### src/hw/rtl/ffg_pkg.sv
// Shared constants, codes and types of the fire effect frame generator.
package ffg_pkg;

  // Frame geometry
  localparam int FRAME_WIDTH  = 256;
  localparam int FRAME_HEIGHT = 128;
  localparam int PIXELS       = FRAME_WIDTH * FRAME_HEIGHT;

  localparam int ADDR_W     = $clog2(PIXELS);
  localparam int COL_W      = $clog2(FRAME_WIDTH);
  localparam int ROW_W      = $clog2(FRAME_HEIGHT);
  localparam int HEAT_W     = 6;
  localparam int IDX_W      = 15;
  localparam int CFG_IDX_W  = 2;
  localparam int CFG_DATA_W = 16;
  localparam int CHANCE_W   = 16;

  localparam logic [HEAT_W-1:0] FULL_HEAT   = HEAT_W'(36);
  localparam logic [ADDR_W-1:0] BOTTOM_BASE = ADDR_W'(PIXELS - FRAME_WIDTH);
  localparam logic [ADDR_W-1:0] LAST_ADDR   = ADDR_W'(PIXELS - 1);
  localparam logic [ADDR_W-1:0] ROW_STEP    = ADDR_W'(FRAME_WIDTH);
  localparam logic [COL_W-1:0]  LAST_COL    = COL_W'(FRAME_WIDTH - 1);
  localparam logic [ROW_W-1:0]  TOP_ROW_Y   = ROW_W'(FRAME_HEIGHT - 1);

  // Operation codes
  typedef enum logic {
    OP_STEP = 1'b0,
    OP_READ = 1'b1
  } op_e;

  // Configuration register indexes
  typedef enum logic [CFG_IDX_W-1:0] {
    CFG_BURNING     = 2'd0,
    CFG_COOLING     = 2'd1,
    CFG_OFFSET_LOW  = 2'd2,
    CFG_OFFSET_HIGH = 2'd3
  } cfg_idx_e;

  // Decoded configuration
  typedef struct packed {
    logic                burning;
    logic [CHANCE_W-1:0] cooling_chance;
    logic [1:0]          lo_mag;  // magnitude of the lowest offset, 0..3
    logic [1:0]          hi;      // highest offset, 0..3
  } cfg_t;

  // One random draw: destination offset and cooling decision
  typedef struct packed {
    logic signed [2:0] off;
    logic              cool;
  } draw_t;

  typedef struct packed {
    logic              en;
    logic [ADDR_W-1:0] addr;
  } rd_req_t;

  typedef struct packed {
    logic              en;
    logic [ADDR_W-1:0] addr;
    logic [HEAT_W-1:0] data;
  } wr_req_t;

endpackage

### src/hw/rtl/ffg_ctrl.sv
// Sequencer: clearing pass, bottom row seeding, copy pipeline, reads, result register.
module ffg_ctrl (
  input  logic                       clk_i,
  input  logic                       rst_ni,
  // input items
  input  logic                       in_valid_i,
  output logic                       in_ready_o,
  input  logic                       in_op_i,
  input  logic [ffg_pkg::IDX_W-1:0]  in_pixel_index_i,
  // results
  output logic                       out_valid_o,
  input  logic                       out_ready_i,
  output logic [ffg_pkg::HEAT_W-1:0] out_heat_o,
  output logic                       out_frame_done_o,
  // configuration and random draws
  input  ffg_pkg::cfg_t              cfg_i,
  input  ffg_pkg::draw_t             draw_i,
  output logic                       draw_en_o,
  // heat store
  output ffg_pkg::rd_req_t           rd_o,
  output ffg_pkg::wr_req_t           wr_o,
  input  logic [ffg_pkg::HEAT_W-1:0] rd_data_i
);

  typedef enum logic [5:0] {
    S_CLEAR = 6'b000001,
    S_IDLE  = 6'b000010,
    S_SEED  = 6'b000100,
    S_COPY  = 6'b001000,
    S_RDATA = 6'b010000,
    S_DONE  = 6'b100000
  } state_e;

  state_e state_q, state_d;

  logic [ffg_pkg::ADDR_W-1:0] walk_q, walk_d;
  logic [ffg_pkg::COL_W-1:0]  x_q, x_d;
  logic [ffg_pkg::ROW_W-1:0]  y_q, y_d;
  logic [ffg_pkg::ROW_W-1:0]  y_last;

  // copy stage between read issue and write back
  logic                       s1_valid_q, s1_valid_d;
  logic [ffg_pkg::ADDR_W-1:0] s1_addr_q;
  logic signed [2:0]          s1_off_q;
  logic                       s1_cool_q;

  // forwarding of a write that hits the address read in the same cycle
  logic                       fwd_hit_q;
  logic [ffg_pkg::HEAT_W-1:0] fwd_data_q;
  logic [ffg_pkg::HEAT_W-1:0] mem_data;
  logic [ffg_pkg::HEAT_W-1:0] cooled;
  logic [ffg_pkg::ADDR_W-1:0] dst_addr;

  logic                       idx_ok_q, idx_ok_d;
  logic [ffg_pkg::HEAT_W-1:0] pend_heat_q, pend_heat_d;
  logic                       pend_done_q, pend_done_d;
  logic                       out_valid_q, out_valid_d;
  logic [ffg_pkg::HEAT_W-1:0] out_heat_q, out_heat_d;
  logic                       out_done_q, out_done_d;

  logic accept;
  logic col_end;

  assign in_ready_o = (state_q == S_IDLE);
  assign accept     = in_valid_i && in_ready_o;

  // last row climbed: FRAME_HEIGHT - 1 - |offset_low|
  assign y_last  = ffg_pkg::TOP_ROW_Y - ffg_pkg::ROW_W'(cfg_i.lo_mag);
  assign col_end = (y_q == y_last);

  assign mem_data = fwd_hit_q ? fwd_data_q : rd_data_i;
  assign cooled   = (s1_cool_q && (mem_data != '0)) ? mem_data - ffg_pkg::HEAT_W'(1)
                                                    : mem_data;
  // destination always lands inside the frame for the legal geometry
  assign dst_addr = s1_addr_q - ffg_pkg::ROW_STEP + ffg_pkg::ADDR_W'(s1_off_q);

  // sequencing
  always_comb begin
    state_d     = state_q;
    walk_d      = walk_q;
    x_d         = x_q;
    y_d         = y_q;
    s1_valid_d  = 1'b0;
    idx_ok_d    = idx_ok_q;
    pend_heat_d = pend_heat_q;
    pend_done_d = pend_done_q;
    out_valid_d = out_valid_q && !out_ready_i;
    out_heat_d  = out_heat_q;
    out_done_d  = out_done_q;
    draw_en_o   = 1'b0;
    rd_o        = '0;
    wr_o        = '0;

    case (state_q)
      S_CLEAR: begin
        wr_o.en   = 1'b1;
        wr_o.addr = walk_q;
        wr_o.data = '0;
        walk_d    = walk_q + ffg_pkg::ADDR_W'(1);
        if (walk_q == ffg_pkg::LAST_ADDR) begin
          state_d = S_IDLE;
        end
      end
      S_IDLE: begin
        if (accept) begin
          if (ffg_pkg::op_e'(in_op_i) == ffg_pkg::OP_STEP) begin
            x_d         = '0;
            pend_heat_d = '0;
            pend_done_d = 1'b1;
            state_d     = S_SEED;
          end else begin
            rd_o.en     = 1'b1;
            rd_o.addr   = ffg_pkg::ADDR_W'(in_pixel_index_i);
            idx_ok_d    = 32'(in_pixel_index_i) < 32'(ffg_pkg::PIXELS);
            pend_done_d = 1'b0;
            state_d     = S_RDATA;
          end
        end
      end
      S_SEED: begin
        wr_o.en   = 1'b1;
        wr_o.addr = ffg_pkg::BOTTOM_BASE + ffg_pkg::ADDR_W'(x_q);
        wr_o.data = cfg_i.burning ? ffg_pkg::FULL_HEAT : '0;
        x_d       = x_q + ffg_pkg::COL_W'(1);
        if (x_q == ffg_pkg::LAST_COL) begin
          x_d    = '0;
          y_d    = ffg_pkg::ROW_W'(1);
          walk_d = ffg_pkg::BOTTOM_BASE;
          state_d = (y_last == '0) ? S_DONE : S_COPY;
        end
      end
      S_COPY: begin
        // issue one copy per cycle
        rd_o.en    = 1'b1;
        rd_o.addr  = walk_q;
        draw_en_o  = 1'b1;
        s1_valid_d = 1'b1;
        if (col_end) begin
          if (x_q == ffg_pkg::LAST_COL) begin
            state_d = S_DONE;
          end else begin
            x_d    = x_q + ffg_pkg::COL_W'(1);
            y_d    = ffg_pkg::ROW_W'(1);
            walk_d = ffg_pkg::BOTTOM_BASE + ffg_pkg::ADDR_W'(x_q) + ffg_pkg::ADDR_W'(1);
          end
        end else begin
          y_d    = y_q + ffg_pkg::ROW_W'(1);
          walk_d = walk_q - ffg_pkg::ROW_STEP;
        end
      end
      S_RDATA: begin
        pend_heat_d = idx_ok_q ? mem_data : '0;
        state_d     = S_DONE;
      end
      S_DONE: begin
        if (!out_valid_q || out_ready_i) begin
          out_valid_d = 1'b1;
          out_heat_d  = pend_heat_q;
          out_done_d  = pend_done_q;
          state_d     = S_IDLE;
        end
      end
      default: begin
        state_d = S_IDLE;
      end
    endcase

    // write back of the copy stage
    if (s1_valid_q) begin
      wr_o.en   = 1'b1;
      wr_o.addr = dst_addr;
      wr_o.data = cooled;
    end
  end

  // control registers
  always_ff @(posedge clk_i or negedge rst_ni) begin
    if (!rst_ni) begin
      state_q     <= S_CLEAR;
      walk_q      <= '0;
      s1_valid_q  <= 1'b0;
      fwd_hit_q   <= 1'b0;
      out_valid_q <= 1'b0;
    end else begin
      state_q     <= state_d;
      walk_q      <= walk_d;
      s1_valid_q  <= s1_valid_d;
      fwd_hit_q   <= rd_o.en && wr_o.en && (rd_o.addr == wr_o.addr);
      out_valid_q <= out_valid_d;
    end
  end

  // payload registers
  always_ff @(posedge clk_i) begin
    x_q         <= x_d;
    y_q         <= y_d;
    idx_ok_q    <= idx_ok_d;
    pend_heat_q <= pend_heat_d;
    pend_done_q <= pend_done_d;
    out_heat_q  <= out_heat_d;
    out_done_q  <= out_done_d;
    fwd_data_q  <= wr_o.data;
    s1_addr_q   <= walk_q;
    s1_off_q    <= draw_i.off;
    s1_cool_q   <= draw_i.cool;
  end

  assign out_valid_o      = out_valid_q;
  assign out_heat_o       = out_heat_q;
  assign out_frame_done_o = out_done_q;

endmodule

### config.mk
export PLATFORM = sky130hd
export DESIGN_NAME = ffg_ctrl
export DESIGN_NICKNAME = d
export VERILOG_FILES = /design/src/hw/rtl/ffg_pkg.sv /design/src/hw/rtl/ffg_ctrl.sv
export SDC_FILE = /design/constraint.sdc
export NUM_CORES = 1
export LEC_CHECK = 0
export BUFFER_PORTS_ARGS = -buffer_cell sky130_fd_sc_hd__buf_4
export CORE_MARGIN = 3
export CORE_UTILIZATION = 30
export CTS_CLUSTER_SIZE = 28
export DETAILED_ROUTE_END_ITERATION = 12
export RECOVER_POWER = 25
export SLEW_MARGIN = 20
export SYNTH_ARGS = -nofsm -noshare
export SYNTH_HDL_FRONTEND = slang
export SYNTH_SLANG_ARGS = --single-unit
### constraint.sdc
create_clock -name clk_i -period 4.3 [get_ports clk_i]
set_input_delay 0.645 -clock clk_i [delete_from_list [all_inputs] [get_ports clk_i]]
set_output_delay 0.645 -clock clk_i [all_outputs]
set_load 0.02 [all_outputs]
==> impl_metrics.tcl <==
set metrics [dict create \
    row_count 47 \
    wirelength_um 14600 \
    rsz0062_at_grt "false" \
    fill_cells 1655 \
    cp_cell_sequence "buf_4 -> inv_1 -> ha_1 -> inv_1 -> ha_1 -> a2111oi_0 -> o21ai_0 -> a31oi_1 -> o31a_1 -> xor2_1 -> a21oi_1 -> buf_4" \
    clkTransAtPathRegs_ns 0.07 \
    start_util 0.307 \
    diodes 0 \
    synth_ff_type "edfxtp_1" \
    clock_latency_ns 0.34 \
    path_delay_family "compound AO/OA/AOI/OAI gates" \
    dr.pass1.iters 5 \
    ys_ff_latch 78 \
    wl_per_cell_um 16.8 \
    cp.depth 12 \
    fmax_mhz 244 \
    criticalPathCategory "reg -> out" \
    grt-ovfl-total 0 \
    post_cts_resized 0 \
    setup-tns-final_ns 0 \
    maxSlewViolCount 0 \
    start_kind "flip-flop" \
    synth_top_family_by_area "compound AO/OA/AOI/OAI gates" \
    synth_edf_count 29 \
    top_layer "met4" \
    yosysUniqueCellTypes 68 \
    period_needed_ns 4.09 \
    drive_gt1_frac 0.193 \
    synthTopCellsByArea "edfxtp_1, dfrtp_1, dfxtp_1, ha_1, nor2_1" \
    cts_tree "done" \
    post-cts-setup-buffers 0 \
    grt_pass1_wl_um 23500 \
    yosysWarnings 0 \
    netlist_instances 562 \
    grt_antenna_before_repair 0 \
    synth_top_area_frac 0.170 \
    dr.first_iter.drc_count 410 \
    drt-met1-wl_um 6480 \
    hold_depth 0 \
    nets 728 \
    cts-buffers-inserted 9 \
    synth_simple_gate_area_frac 0.190 \
    core-area_um2 16600 \
    synth-async-reset-ratio 0.308 \
    maxCapViolations 0 \
    synthMuxAreaShare 0.0139 \
    finClkSkew_ns 0.00939 \
    num_vias 4627 \
    cts_max_path_buffers 2 \
    groute.usage.overall 0.160 \
    hold_buffers 0 \
    status "finished, final reports clean" \
    yosys.area.top_type "edfxtp_1" \
    finalWorstSetupSlack_ns 0.208 \
    dieArea_um2 18700 \
    synthAdderAreaFrac 0.0871 \
    critical_path.endpoint_type "primary output" \
    crit_path_top_delay_cell "a2111oi_0" \
    worst_slew_pin_slew_ns 1.45 \
    cts.sinks 78 \
    setup_violations 0 \
    gp_congestion 0.917 \
    power.ir.vdd_worst_v 0.000247 \
    hold_viol 0 \
    htreeDepth 3 \
    synth_common_cells "nor2_1, nand2_1, ha_1" \
    syn-num-nets 648 \
    worstPathArrival_ns 3.45 \
    synth_compound_area_frac 0.195 \
    syn_area_um2 5110 \
    synthToLayoutAreaGrowth_pct 22.7 \
    slew_headroom 0.0306 \
    ys_seq_area_frac 0.386 \
    synth_xor_xnor_area_share 0.0800 \
    crit_fanout 7 \
    vias_per_cell 5.34 \
    synth_most_common_cell "nor2_1" \
    slowest_delay_ns 0.47 \
    met3WireLength_um 841 \
    ant_nets 0 \
    die_w_um 137 \
    root_buffer "clkbuf_16" \
    required_ns 3.65 \
    powerDensity_nw_per_um2 646 \
    drc 0 \
    critPathBufInv 4 \
    dieHeight_um 137 \
    min_period_over_period 0.952 \
    io_pins 99 \
    synth_area_per_cell_um2 9.10 \
    dp_hpwl_um 11000 \
    hp-class "reg -> reg" \
    grt_max_degree 36 \
    grt_pass1_vias 4599 \
    dr_wl_met2_um 6840 \
    io_buffers 80 \
    power.leakage_nw 2.71 \
    dp_slack_ns 0.465 \
    ff2ff_path_depth 11 \
]
==> per-layer routing <==
metal | track usage | vias up
li1 | - | 2213
met1 | 0.208 | 2236
met2 | 0.264 | 144
met3 | 0.0276 | 34
met4 | 0.0644 | 0
met5 | 0 | -
==> power by group <==
group	switching [mW]	total, mW	internal [mW]
Clock	0.335	0.739	0.403
Combinational	1.21	2.03	0.828
Sequential	0.254	1.28	1.03
Total	1.80	4.06	2.26
==> registers in the layout, indices dropped and copies added (netlist names), 3 cells and up <==
name and flops:
s1_addr_q 15, walk_q 15, x_q 8, y_q 7
fwd_data_q 6, out_heat_o 6, pend_heat_q 6, state_q 6
s1_off_q 3
==> cell usage in the layout (no fill, tap or decap), types with 20 or more instances in the layout <==
cell type / n
dfxtp_1: 25
a21oi_1: 31
dfrtp_1: 23
xor2_1: 22
inv_1: 33
xnor2_1: 22
buf_4: 91
ha_1: 34
nand2_1: 47
nand3_1: 20
nor2_1: 53
o21ai_0: 24
edfxtp_1: 29
==> kinds of logic after synthesis <==
| group | after synthesis |
|---|---|
| AO/OA/AOI/OAI | 141 |
| XOR/XNOR | 45 |
| adder cells (fa/ha/maj) | 35 |
| buffers and inverters | 61 |
| flip-flops | 78 |
| multiplexers | 7 |
| AND/OR/NAND/NOR | 195 |
==> layout make-up <==
type	count	area [um^2]	area share
Tap cell	220	275	0.0438
Inverter	34	133	0.0211
Sequential cell	78	1970	0.314
Multi-Input combinational cell	423	2900	0.461
Clock buffer	9	225	0.0359
Timing Repair Buffer	96	717	0.114
Clock inverter	7	60.1	0.00957
==> final timing paths <==
kind                            slack (ns)            from             to
worst min-delay path                  0.41  pend_heat_q[1]  out_heat_o[1]
worst max register to register        0.39    s1_addr_q[1]      fwd_hit_q
max in group asynchronous             2.81          rst_ni     s1_valid_q
worst min register to register        0.41  pend_heat_q[1]  out_heat_o[1]
min in group asynchronous             0.64          rst_ni      walk_q[7]
worst max-delay path                  0.21     s1_off_q[2]       wr_o[19]
==> worst reg2reg max path, cell delays in order (launching register included) <==
cell,delay (ns)
dfxtp_1,0.30
ha_1,0.28
ha_1,0.23
fa_1,0.42
a211oi_1,0.48
nor2_1,0.15
or4b_2,0.64
a41oi_1,0.24
nand2b_1,0.14
nand4_1,0.09
or4_1,0.58
nor4_2,0.25
==> metrics by stage <==
step                power (mW)  cells  hold WS, ns  instance area, um^2   util
floorplan                 2.64    562        0.345                 5110      -
global placement          3.28    851        0.400                 6000  0.360
detailed placement        3.32    851        0.406                 6000  0.360
CTS                       4.07    867        0.219                 6280  0.377
global route              4.38    867        0.410                 6280  0.377
finish                    4.06    867        0.414                 6280  0.377
(Power assumes the default switching activity.)
