<file path="src/hw/rtl/ffg_pkg.sv">
// Shared constants, codes and types of the fire effect frame generator.
package ffg_pkg;

  // Frame geometry
  localparam int FRAME_WIDTH  = 256;
  localparam int FRAME_HEIGHT = 128;
  localparam int PIXELS       = FRAME_WIDTH * FRAME_HEIGHT;

  localparam int ADDR_W     = $clog2(PIXELS);
  localparam int COL_W      = $clog2(FRAME_WIDTH);
  localparam int ROW_W      = $clog2(FRAME_HEIGHT);
  localparam int HEAT_W     = 6;
  localparam int IDX_W      = 15;
  localparam int CFG_IDX_W  = 2;
  localparam int CFG_DATA_W = 16;
  localparam int CHANCE_W   = 16;

  localparam logic [HEAT_W-1:0] FULL_HEAT   = HEAT_W'(36);
  localparam logic [ADDR_W-1:0] BOTTOM_BASE = ADDR_W'(PIXELS - FRAME_WIDTH);
  localparam logic [ADDR_W-1:0] LAST_ADDR   = ADDR_W'(PIXELS - 1);
  localparam logic [ADDR_W-1:0] ROW_STEP    = ADDR_W'(FRAME_WIDTH);
  localparam logic [COL_W-1:0]  LAST_COL    = COL_W'(FRAME_WIDTH - 1);
  localparam logic [ROW_W-1:0]  TOP_ROW_Y   = ROW_W'(FRAME_HEIGHT - 1);

  // Operation codes
  typedef enum logic {
    OP_STEP = 1'b0,
    OP_READ = 1'b1
  } op_e;

  // Configuration register indexes
  typedef enum logic [CFG_IDX_W-1:0] {
    CFG_BURNING     = 2'd0,
    CFG_COOLING     = 2'd1,
    CFG_OFFSET_LOW  = 2'd2,
    CFG_OFFSET_HIGH = 2'd3
  } cfg_idx_e;

  // Decoded configuration
  typedef struct packed {
    logic                burning;
    logic [CHANCE_W-1:0] cooling_chance;
    logic [1:0]          lo_mag;  // magnitude of the lowest offset, 0..3
    logic [1:0]          hi;      // highest offset, 0..3
  } cfg_t;

  // One random draw: destination offset and cooling decision
  typedef struct packed {
    logic signed [2:0] off;
    logic              cool;
  } draw_t;

  typedef struct packed {
    logic              en;
    logic [ADDR_W-1:0] addr;
  } rd_req_t;

  typedef struct packed {
    logic              en;
    logic [ADDR_W-1:0] addr;
    logic [HEAT_W-1:0] data;
  } wr_req_t;

endpackage

</file>
<file path="src/hw/rtl/ffg_rng.sv">
// xorshift32 generator; turns two draws into an offset and a cooling decision.
module ffg_rng (
  input  logic                clk_i,
  input  logic                rst_ni,
  input  logic                draw_i,
  input  ffg_pkg::cfg_t       cfg_i,
  output ffg_pkg::draw_t      draw_o
);

  logic [31:0] state_q, state_d;
  logic [31:0] r1, r2;
  logic [2:0]  span;
  logic [18:0] prod;
  logic [3:0]  off_wide;

  function automatic logic [31:0] xorshift(input logic [31:0] v);
    logic [31:0] x;
    x = v;
    x = x ^ (x << 13);
    x = x ^ (x >> 17);
    x = x ^ (x << 5);
    return x;
  endfunction

  // Two draws per copy
  assign r1 = xorshift(state_q);
  assign r2 = xorshift(r1);

  // offset = lo + ((r1[15:0] * span) >> 16)
  assign span     = 3'({1'b0, cfg_i.hi}) + 3'({1'b0, cfg_i.lo_mag}) + 3'd1;
  assign prod     = 19'(r1[15:0]) * 19'(span);
  assign off_wide = {1'b0, prod[18:16]} - {2'b00, cfg_i.lo_mag};

  assign draw_o.off  = off_wide[2:0];
  assign draw_o.cool = r2[15:0] < cfg_i.cooling_chance;

  assign state_d = draw_i ? r2 : state_q;

  always_ff @(posedge clk_i or negedge rst_ni) begin
    if (!rst_ni) begin
      state_q <= 32'd1;
    end else begin
      state_q <= state_d;
    end
  end

endmodule

</file>
<file path="config.mk">
export PLATFORM = sky130hd
export DESIGN_NAME = ffg_rng
export DESIGN_NICKNAME = d
export VERILOG_FILES = /design/src/hw/rtl/ffg_pkg.sv /design/src/hw/rtl/ffg_rng.sv
export SDC_FILE = /design/constraint.sdc
export NUM_CORES = 1
export LEC_CHECK = 0
export BUFFER_PORTS_ARGS = -buffer_cell sky130_fd_sc_hd__buf_2
export CORE_MARGIN = 1
export CORE_UTILIZATION = 35
export CTS_CLUSTER_SIZE = 25
export DETAILED_ROUTE_END_ITERATION = 10
export PLACE_DENSITY = 0.6
export SYNTH_ARGS = -nofsm -noshare
export SYNTH_HDL_FRONTEND = slang
export SYNTH_SLANG_ARGS = --single-unit
</file>
<file path="constraint.sdc">
create_clock -name clk_i -period 4.5 [get_ports clk_i]
set_input_delay 0.225 -clock clk_i [delete_from_list [all_inputs] [get_ports clk_i]]
set_output_delay 0.225 -clock clk_i [all_outputs]
set_load 0.1 [all_outputs]
</file>
==> impl_metrics.tcl, run 1 <==
set metrics [dict create \
    status "complete, but fails checks" \
    violations "setup timing" \
    htreeDepth 2 \
    viasPerCell 4.58 \
    fp.dieW_um 110 \
    fill_cells 1033 \
    cp-end-kind "output pin" \
    cts_tree "built" \
    port_buffers 26 \
    die_h_um 110 \
    rows 38 \
    synthTopCellsByCount "xnor2_1 (89), inv_1 (46), xor2_1 (43), ha_1 (33), dfrtp_1 (31)" \
    synth.area.top_cells "xnor2_1 (19%), dfrtp_1 (19%), ha_1 (10%)" \
    drive_above_1_share_pct 34.0 \
    hold_class "in -> async" \
    grt_pass1_wl_mm 16.2 \
    clock-root-buffer "clkbuf_16" \
    max_cap_violations 0 \
    overflow 0 \
    yosysTopAreaCellShare_pct 19.2 \
    flow.area_growth_from_synthesis_pct 30.0 \
    fin_area_um2 5270 \
    critical_path.top_delay_family "adder cells" \
    rsz0062_at_grt "yes" \
    cts_made_buffers 5 \
    antenna_found_initial 0 \
    clock.fmax_mhz 189 \
    die_area_um2 12000 \
    vias 3040 \
    synth_largest_area_cell "xnor2_1" \
    routed_wl_mm 9.58 \
    ys_ff_latch 32 \
    drt-initial-drc-count 147 \
    yosysMostFrequentCell "xnor2_1" \
    reg_top3 "state_q: 32 flops" \
    finalCritPeriodShare_pct 117 \
    drtPass1Iterations 4 \
    cpPeakStageDelay_ps 560 \
    post-place-ws_ps -634 \
    finalHoldViolations 0 \
    final_nets 597 \
    cp_max_fo 4 \
    grt_max_degree 33 \
    gr-usage-all-layers_pct 17.8 \
    synth_flop_cell "dfrtp_1" \
    max-slew-margin-rel_pct 47.6 \
    async_flop_share_pct 100 \
    clockBufferDepth 2 \
    worstMarginPinSlew_ps 785 \
    ys_seq_area_share_pct 19.8 \
    clkLatencyLatePin_ps 270 \
    start_util_pct 36.6 \
    ys.warnings.count 0 \
    ant_nets 0 \
    setup_ws_ps -784 \
    crit_top_cell "inv_2" \
    syn_nets 502 \
    core_area_um2 11100 \
    placed_area_um2 4950 \
    drc 0 \
    synth_edf_count 0 \
    holdWs_ps 34.0 \
    timing.critical_path.slowest_stage_cell "fa_1" \
    fin_setup_tns_ps -1030 \
    largest_reg_flops 32 \
    syn_avg_cell_area_um2 9.45 \
    fin_crit_ps 5280 \
    crit_buf_inv 3 \
    arrival_ps 5060 \
    antennaDiodeCount 0 \
    skew_ps 3.58 \
    crit_type "reg -> out" \
    setup_viol 2 \
    start_kind "flip-flop" \
    place.gp.congestion 0.840 \
    wl_per_cell_um 14.4 \
    worstPathRequired_ps 4280 \
    dp_hpwl_mm 7.84 \
    cp_cell_sequence "xnor3_2 > xor2_2 > or2b_1 > fa_1 > inv_2 > ha_4 > nand3_2 > nor3_2 > a221o_1 > o221ai_2 > a31o_2 > nand2_2 > xnor2_2 > ha_2 > inv_2 > fa_2 > mux2_4 > a311oi_2 > o311a_4 > buf_12" \
    syn-cell-area_um2 4050 \
    slew_viol_final 0 \
    synth.distinct_cells 43 \
    netlist_instances 429 \
    clkSlewWorstSetupHoldPaths_ps 50 \
    ios 28 \
    grt_pass1_vias 3310 \
    clock-sinks 32 \
    regMostFlops "state_q" \
]
cell usage in the layout, fill, tap and decap left out, types with 7 or more instances in the layout:
cell      count
nand2_1      27
buf_4        86
or2_2        10
xor2_2       10
buf_2        23
inv_1        43
a21o_1        7
xor2_1       36
xnor2_1      85
ha_1         29
nor2_1       15
nand2b_1     23
xnor2_2       7
a21oi_1       7
dfrtp_1      30
fa_1         15
path summary, 6_finish.rpt:
check | startpoint | to | slack, ps | cells past startpoint
min in group clk_i | state_q[25] | state_q[25] | 500 | 1
max in group asynchronous | rst_ni | state_q[7] | 3920 | 1
hold reg to reg | state_q[25] | state_q[25] | 500 | 1
setup reg to reg | state_q[0] | state_q[23] | 1950 | 9
hold / removal | rst_ni | state_q[8] | 30 | 1
setup / recovery | state_q[4] | draw_o[3] | -780 | 20
through the flow:
stage,instances,util (%)
after CTS,663,47.2
final,664,47.6
after detailed placement,654,44.7
after global routing,664,47.6
after global placement,654,44.7
after floorplan,429,-
worst register-to-register path, stage by stage (launching register included):
cell	delay, ps
dfstp_2	530
buf_4	140
xnor3_2	390
xor2_2	180
buf_4	150
xor2_2	300
xor2_2	320
xnor2_1	170
nand2_1	90
xnor2_1	210
per-layer routing:
metal	routed length (um)	share of wire, %	vias up	GRT usage (%)
li1	-	-	1517	-
met4	134	1.4	0	4.19
met5	0	0	-	0
met2	4710	49	41	30.5
met3	219	2.3	10	2.37
met1	4520	47	1472	23.9
logic make-up (layout without fill, tap and decap cells):
family	after synthesis	in the layout	synth area share (%)
multiplexers	7	7	1.95
buffers and inverters	70	165	6.95
AND/OR/NAND/NOR	94	94	12.2
flip-flops	32	32	19.8
adder cells (fa/ha/maj)	49	49	18.1
AO/OA/AOI/OAI	31	31	5.46
XOR/XNOR	146	146	35.6
area by class of cell:
type	count	area [um^2]	area share, %
Inverter	46	173	3.28
Timing Repair Buffer	112	821	15.6
Tap cell	140	175	3.32
Multi-Input combinational cell	327	3140	59.7
Clock buffer	7	153	2.90
Sequential cell	32	803	15.2
what timing repair did:
action                     4_1_cts  5_1_grt
pin swaps                       15        7
setup endpoints to repair        2        3
gates resized for setup         20        5
hold buffers                     0        0
setup buffers                    2        1
Power of run 1 is not shown: default switching activity piles up to over one toggle a cycle in this logic, so the estimate is an artifact.
==> run 2: changes to the inputs <==
- CTS_BUF_LIST: default -> sky130_fd_sc_hd__clkbuf_16
==> run 2 against run 1 <==
  * Clock skew is essentially flat
  * Largest cell class unchanged
  * Sequential cell count unchanged
  * The run still ends with setup timing left
  * Clock-buffer cell count shrank 2
  * Non-clock buffer count stayed put
  * Die area stayed put
  * Critical path type unchanged
  * Via count about the same
  * Hold slack worse by 2.8 ps
==> impl_metrics.tcl, run 2 (same netlist as run 1, synthesis figures left out) <==
set metrics [dict create \
    status "complete, but fails checks" \
    violations "setup timing" \
    cp_max_fo 4 \
    overflow 0 \
    setup_viol 2 \
    largest_reg_flops 32 \
    dp_hpwl_mm 7.84 \
    cts_made_buffers 5 \
    viasPerCell 4.58 \
    cts_tree "built" \
    fin_setup_tns_ps -1050 \
    ant_nets 0 \
    port_buffers 26 \
    wl_per_cell_um 14.5 \
    layout_commonest_cell "buf_4" \
    clock.fmax_mhz 189 \
    grt_pass1_wl_mm 16.2 \
    gr-usage-all-layers_pct 17.9 \
    core_area_um2 11100 \
    rsz0062_at_grt "yes" \
    drt-initial-drc-count 152 \
    skew_ps 3.97 \
    htreeDepth 2 \
    max-slew-margin-rel_pct 47.8 \
    arrival_ps 5070 \
    grt_max_degree 33 \
    grt_pass1_vias 3299 \
    reg_top3 "state_q: 32 flops" \
    clkSlewWorstSetupHoldPaths_ps 50 \
    setup_ws_ps -793 \
    finalHoldViolations 0 \
    ios 28 \
    worstMarginPinSlew_ps 783 \
    routed_wl_mm 9.60 \
    flow.area_growth_from_synthesis_pct 29.5 \
    regMostFlops "state_q" \
    cp-end-kind "output pin" \
    clkLatencyLatePin_ps 280 \
    crit_type "reg -> out" \
    vias 3043 \
    max_cap_violations 0 \
    drc 0 \
    drtPass1Iterations 4 \
    worstPathRequired_ps 4280 \
    clockBufferDepth 2 \
    start_kind "flip-flop" \
    die_h_um 110 \
    antennaDiodeCount 0 \
    fp.dieW_um 110 \
    final_nets 597 \
    post-place-ws_ps -634 \
    fin_crit_ps 5290 \
    slew_viol_final 0 \
    start_util_pct 36.6 \
    drive_above_1_share_pct 33.6 \
    place.gp.congestion 0.840 \
    finalCritPeriodShare_pct 118 \
    clock-root-buffer "clkbuf_16" \
    die_area_um2 12000 \
    hold_class "in -> async" \
    rows 38 \
    antenna_found_initial 0 \
    final_cell_mix "buf_4 (86), xnor2_1 (85), inv_1 (43), xor2_1 (36), dfrtp_1 (30)" \
    clock-sinks 32 \
]
## run 2: what timing repair did
| action | 4_1_cts | 5_1_grt |
|---|---|---|
| endpoints found under the setup margin | 2 | 3 |
| setup buffers | 2 | 1 |
| hold buffers | 0 | 0 |
| gates resized for setup | 20 | 5 |
| pin swaps | 15 | 6 |
## run 2: worst paths after layout
check                               to  slack [ps]   startpoint  depth (start not counted)
max                          draw_o[3]        -790   state_q[4]                         20
min                         state_q[8]          30       rst_ni                          1
max reg2reg                state_q[23]        1950   state_q[0]                          9
min reg2reg                state_q[25]         490  state_q[25]                          1
max in group asynchronous   state_q[7]        3920       rst_ni                          1
min in group clk_i         state_q[25]         490  state_q[25]                          1
## run 2: cell type report
type                       count  area (um^2)
fill                        1039         5830
multi-input combinational    327         3140
timing repair buffer         112          821
sequential                    32          803
tap                          140          175
inverter                      46          173
clock buffer                   5          125
clock inverter                 2         7.51
## run 2: stage by stage
stage | hold WS, ps | area [um^2] | util (%) | std cells
after floorplan | -70.6 | 4090 | - | 429
after global placement | 359 | 4950 | 44.7 | 654
after detailed placement | 363 | 4950 | 44.7 | 654
after CTS | 66.9 | 5210 | 47.1 | 663
after global routing | 91.4 | 5250 | 47.4 | 664
final | 31.2 | 5250 | 47.4 | 664
## run 2: critical path, cell delays in order, from the launching register on
cell and delay, ps:
dfrtp_1 400, xnor3_2 480, xor2_2 220, or2b_1 280, fa_1 560, inv_2 50
ha_4 260, nand3_2 60, nor3_2 170, a221o_1 180, o221ai_2 100, a31o_2 260
nand2_2 90, xnor2_2 110, ha_2 190, inv_2 40, fa_2 390, mux2_4 310
a311oi_2 210, o311a_4 250, buf_12 170
## run 2: per-layer routing
| layer | up-vias | global-route usage (%) | wire, um |
|---|---|---|---|
| met4 | 0 | 4.38 | 140 |
| met2 | 47 | 30.7 | 4720 |
| li1 | 1520 | - | - |
| met1 | 1464 | 23.8 | 4490 |
| met3 | 12 | 2.37 | 248 |
| met5 | - | 0 | 0 |
Power of run 2 is left out for the same reason.
==> run 3: changes to the inputs <==
- CORE_UTILIZATION: 35 -> 40
- GPL_TIMING_DRIVEN: default -> 0
- PLACE_DENSITY: 0.6 -> 0.66
==> run 3 against run 2 <==
  * The run still ends with setup timing left
  * Final cell count fell by 7.1%
  * Sequential share of layout area is 0.29 points higher
  * Worst setup slack worse by 92 ps
  * Via count shrank 0.76%
  * Utilization up 5.5 points
  * Clock skew is 1.1 ps higher
  * Global-route usage increased by 2.1 points
  * First-iteration DRC count grew 11%
  * Wire length grew 5.3%
  * Hold slack lost 15 ps
  * Maximum frequency fell by 1.7%
  * Register-to-register slack gained 40 ps
  * Largest cell class unchanged
==> impl_metrics.tcl, run 3 (same netlist as run 1, synthesis figures left out) <==
set metrics [dict create \
    status "complete, but fails checks" \
    violations "setup timing" \
    multiInputGateArea_um2 3390 \
    hold_class "in -> async" \
    cp_max_fo 3 \
    fp.dieW_um 103 \
    die_h_um 103 \
    ios 28 \
    antennaDiodeCount 0 \
    cp_cell_sequence "xor2_2 > xnor2_2 > xor2_2 > nand2b_1 > fa_1 > inv_1 > ha_1 > o21a_1 > o21a_1 > o21a_1 > o211ai_1 > a31o_2 > nand2_2 > xnor2_2 > ha_2 > inv_2 > fa_2 > mux2_4 > a311oi_2 > o311a_4 > buf_12" \
    port_buffers 26 \
    clkLatencyLatePin_ps 290 \
    fin_crit_ps 5390 \
    slew_viol_final 0 \
    clockBufferDepth 2 \
    htreeDepth 2 \
    rows 36 \
    flow.area_growth_from_synthesis_pct 27.5 \
    clock.fmax_mhz 186 \
    reg2reg_setup_slack_ps 1990 \
    max-slew-margin-rel_pct 49.2 \
    routed_wl_mm 10.1 \
    wl_per_cell_um 16.4 \
    clock-sinks 32 \
    layout_commonest_cell "xnor2_1" \
    hold_buffers 0 \
    timing.critical_path.slowest_stage_cell "fa_1" \
    dp_hpwl_mm 7.00 \
    r2r_cells 9 \
    finalHoldViolations 0 \
    cts_tree "built" \
    ant_nets 0 \
    seqCellArea_um2 806 \
    overflow 0 \
    fill_cells 818 \
    viasPerCell 4.89 \
    grt_max_degree 33 \
    crit_type "reg -> out" \
    setup_ws_ps -886 \
    crit_top_cell "o21a_1" \
    drt-initial-drc-count 168 \
    cpPeakStageDelay_ps 530 \
    arrival_ps 5160 \
    rr_startpoint "state_q[22]" \
    clkSlewWorstSetupHoldPaths_ps 50 \
    gr-usage-all-layers_pct 20.0 \
    start_kind "flip-flop" \
    final_cell_mix "xnor2_1 (76), inv_1 (44), xor2_1 (31)" \
    r2r-end "state_q[23]" \
    core_area_um2 9770 \
    die_area_um2 10500 \
    max_cap_violations 0 \
    start_util_pct 41.5 \
    place.gp.congestion 0.831 \
    worstMarginPinSlew_ps 763 \
    finalCritPeriodShare_pct 120 \
    rsz0062_at_grt "yes" \
    worstPathRequired_ps 4280 \
    drive_above_1_share_pct 31.0 \
    vias 3020 \
    regMostFlops "state_q" \
    setup_viol 2 \
    reg_top3 "state_q: 32 flops" \
    drtPass1Iterations 4 \
    antenna_found_initial 0 \
    grt_pass1_wl_mm 15.7 \
    largest_reg_flops 32 \
    placed_area_um2 4390 \
    drc 0 \
    cp-end-kind "output pin" \
    final_nets 556 \
    clock-root-buffer "clkbuf_16" \
    skew_ps 5.12 \
    fin_area_um2 5170 \
    cts_made_buffers 5 \
    grt_pass1_vias 3134 \
]
## run 3: cell types whose count changed in the layout (fill, tap and decap cells not counted), moves of 5 or more
cell | previous run | this run
buf_4 | 86 | 28
xnor2_1 | 85 | 76
xor2_4 | 0 | 9
xnor2_2 | 7 | 14
clkbuf_1 | 0 | 5
xor2_1 | 36 | 31
## run 3: how the worst max path moves through the flow
stage | start | endpoint | cells past startpoint
6_report | state_q[12] | draw_o[3] | 21
5_1_grt | state_q[5] | draw_o[3] | 23
4_1_cts | state_q[5] | draw_o[3] | 22
3_5_place_dp | state_q[10] | draw_o[3] | 22
3_3_place_gp | state_q[6] | draw_o[3] | 22
2_1_floorplan | state_q[0] | draw_o[3] | 20
## run 3: critical path: cells and delay by family (launching register included)
family / cells / cell delay, ps
simple gates: 2 / 190
compound gates: 7 / 1300
xor+xnor: 4 / 970
buf+inv: 3 / 250
flops: 1 / 430
mux: 1 / 310
fa+ha+maj: 4 / 1410
## run 3: area by class of cell
type                    count  area share, %
repair buffers             53           7.55
well taps                 133           3.22
clock buffers               5           2.42
clock inverters             3          0.242
flip-flops and latches     32           15.6
inverters                  46           3.34
multi-input cells         327           65.7
plain buffers              18           1.96
## run 3: repair_timing
action                                  4_1_cts  5_1_grt
cloned                                        0        0
endpoints found under the setup margin        3        3
pin swaps                                    24       14
resized for setup                            50       30
setup buffers                                17       10
## run 3: metal layers
metal,GRT usage [%],routed length [um]
met2,34.3,5150
met3,3.39,411
met1,24.9,4270
met5,0,0
met4,8.57,270
## run 3: through the flow
step / setup TNS, ps / worst slack [ps] / instances / utilization (%) / hold WS, ps
final: -1190 / -886 / 617 / 52.9 / 16.5
after global routing: -1670 / -1100 / 617 / 52.9 / 73.8
after CTS: -1240 / -906 / 610 / 50.7 / 50.9
after detailed placement: -2060 / -1290 / 588 / 44.9 / 346
after global placement: -1910 / -1220 / 588 / 44.9 / 339
after floorplan: -679 / -588 / 429 / - / -70.6
Power of run 3 is left out for the same reason.
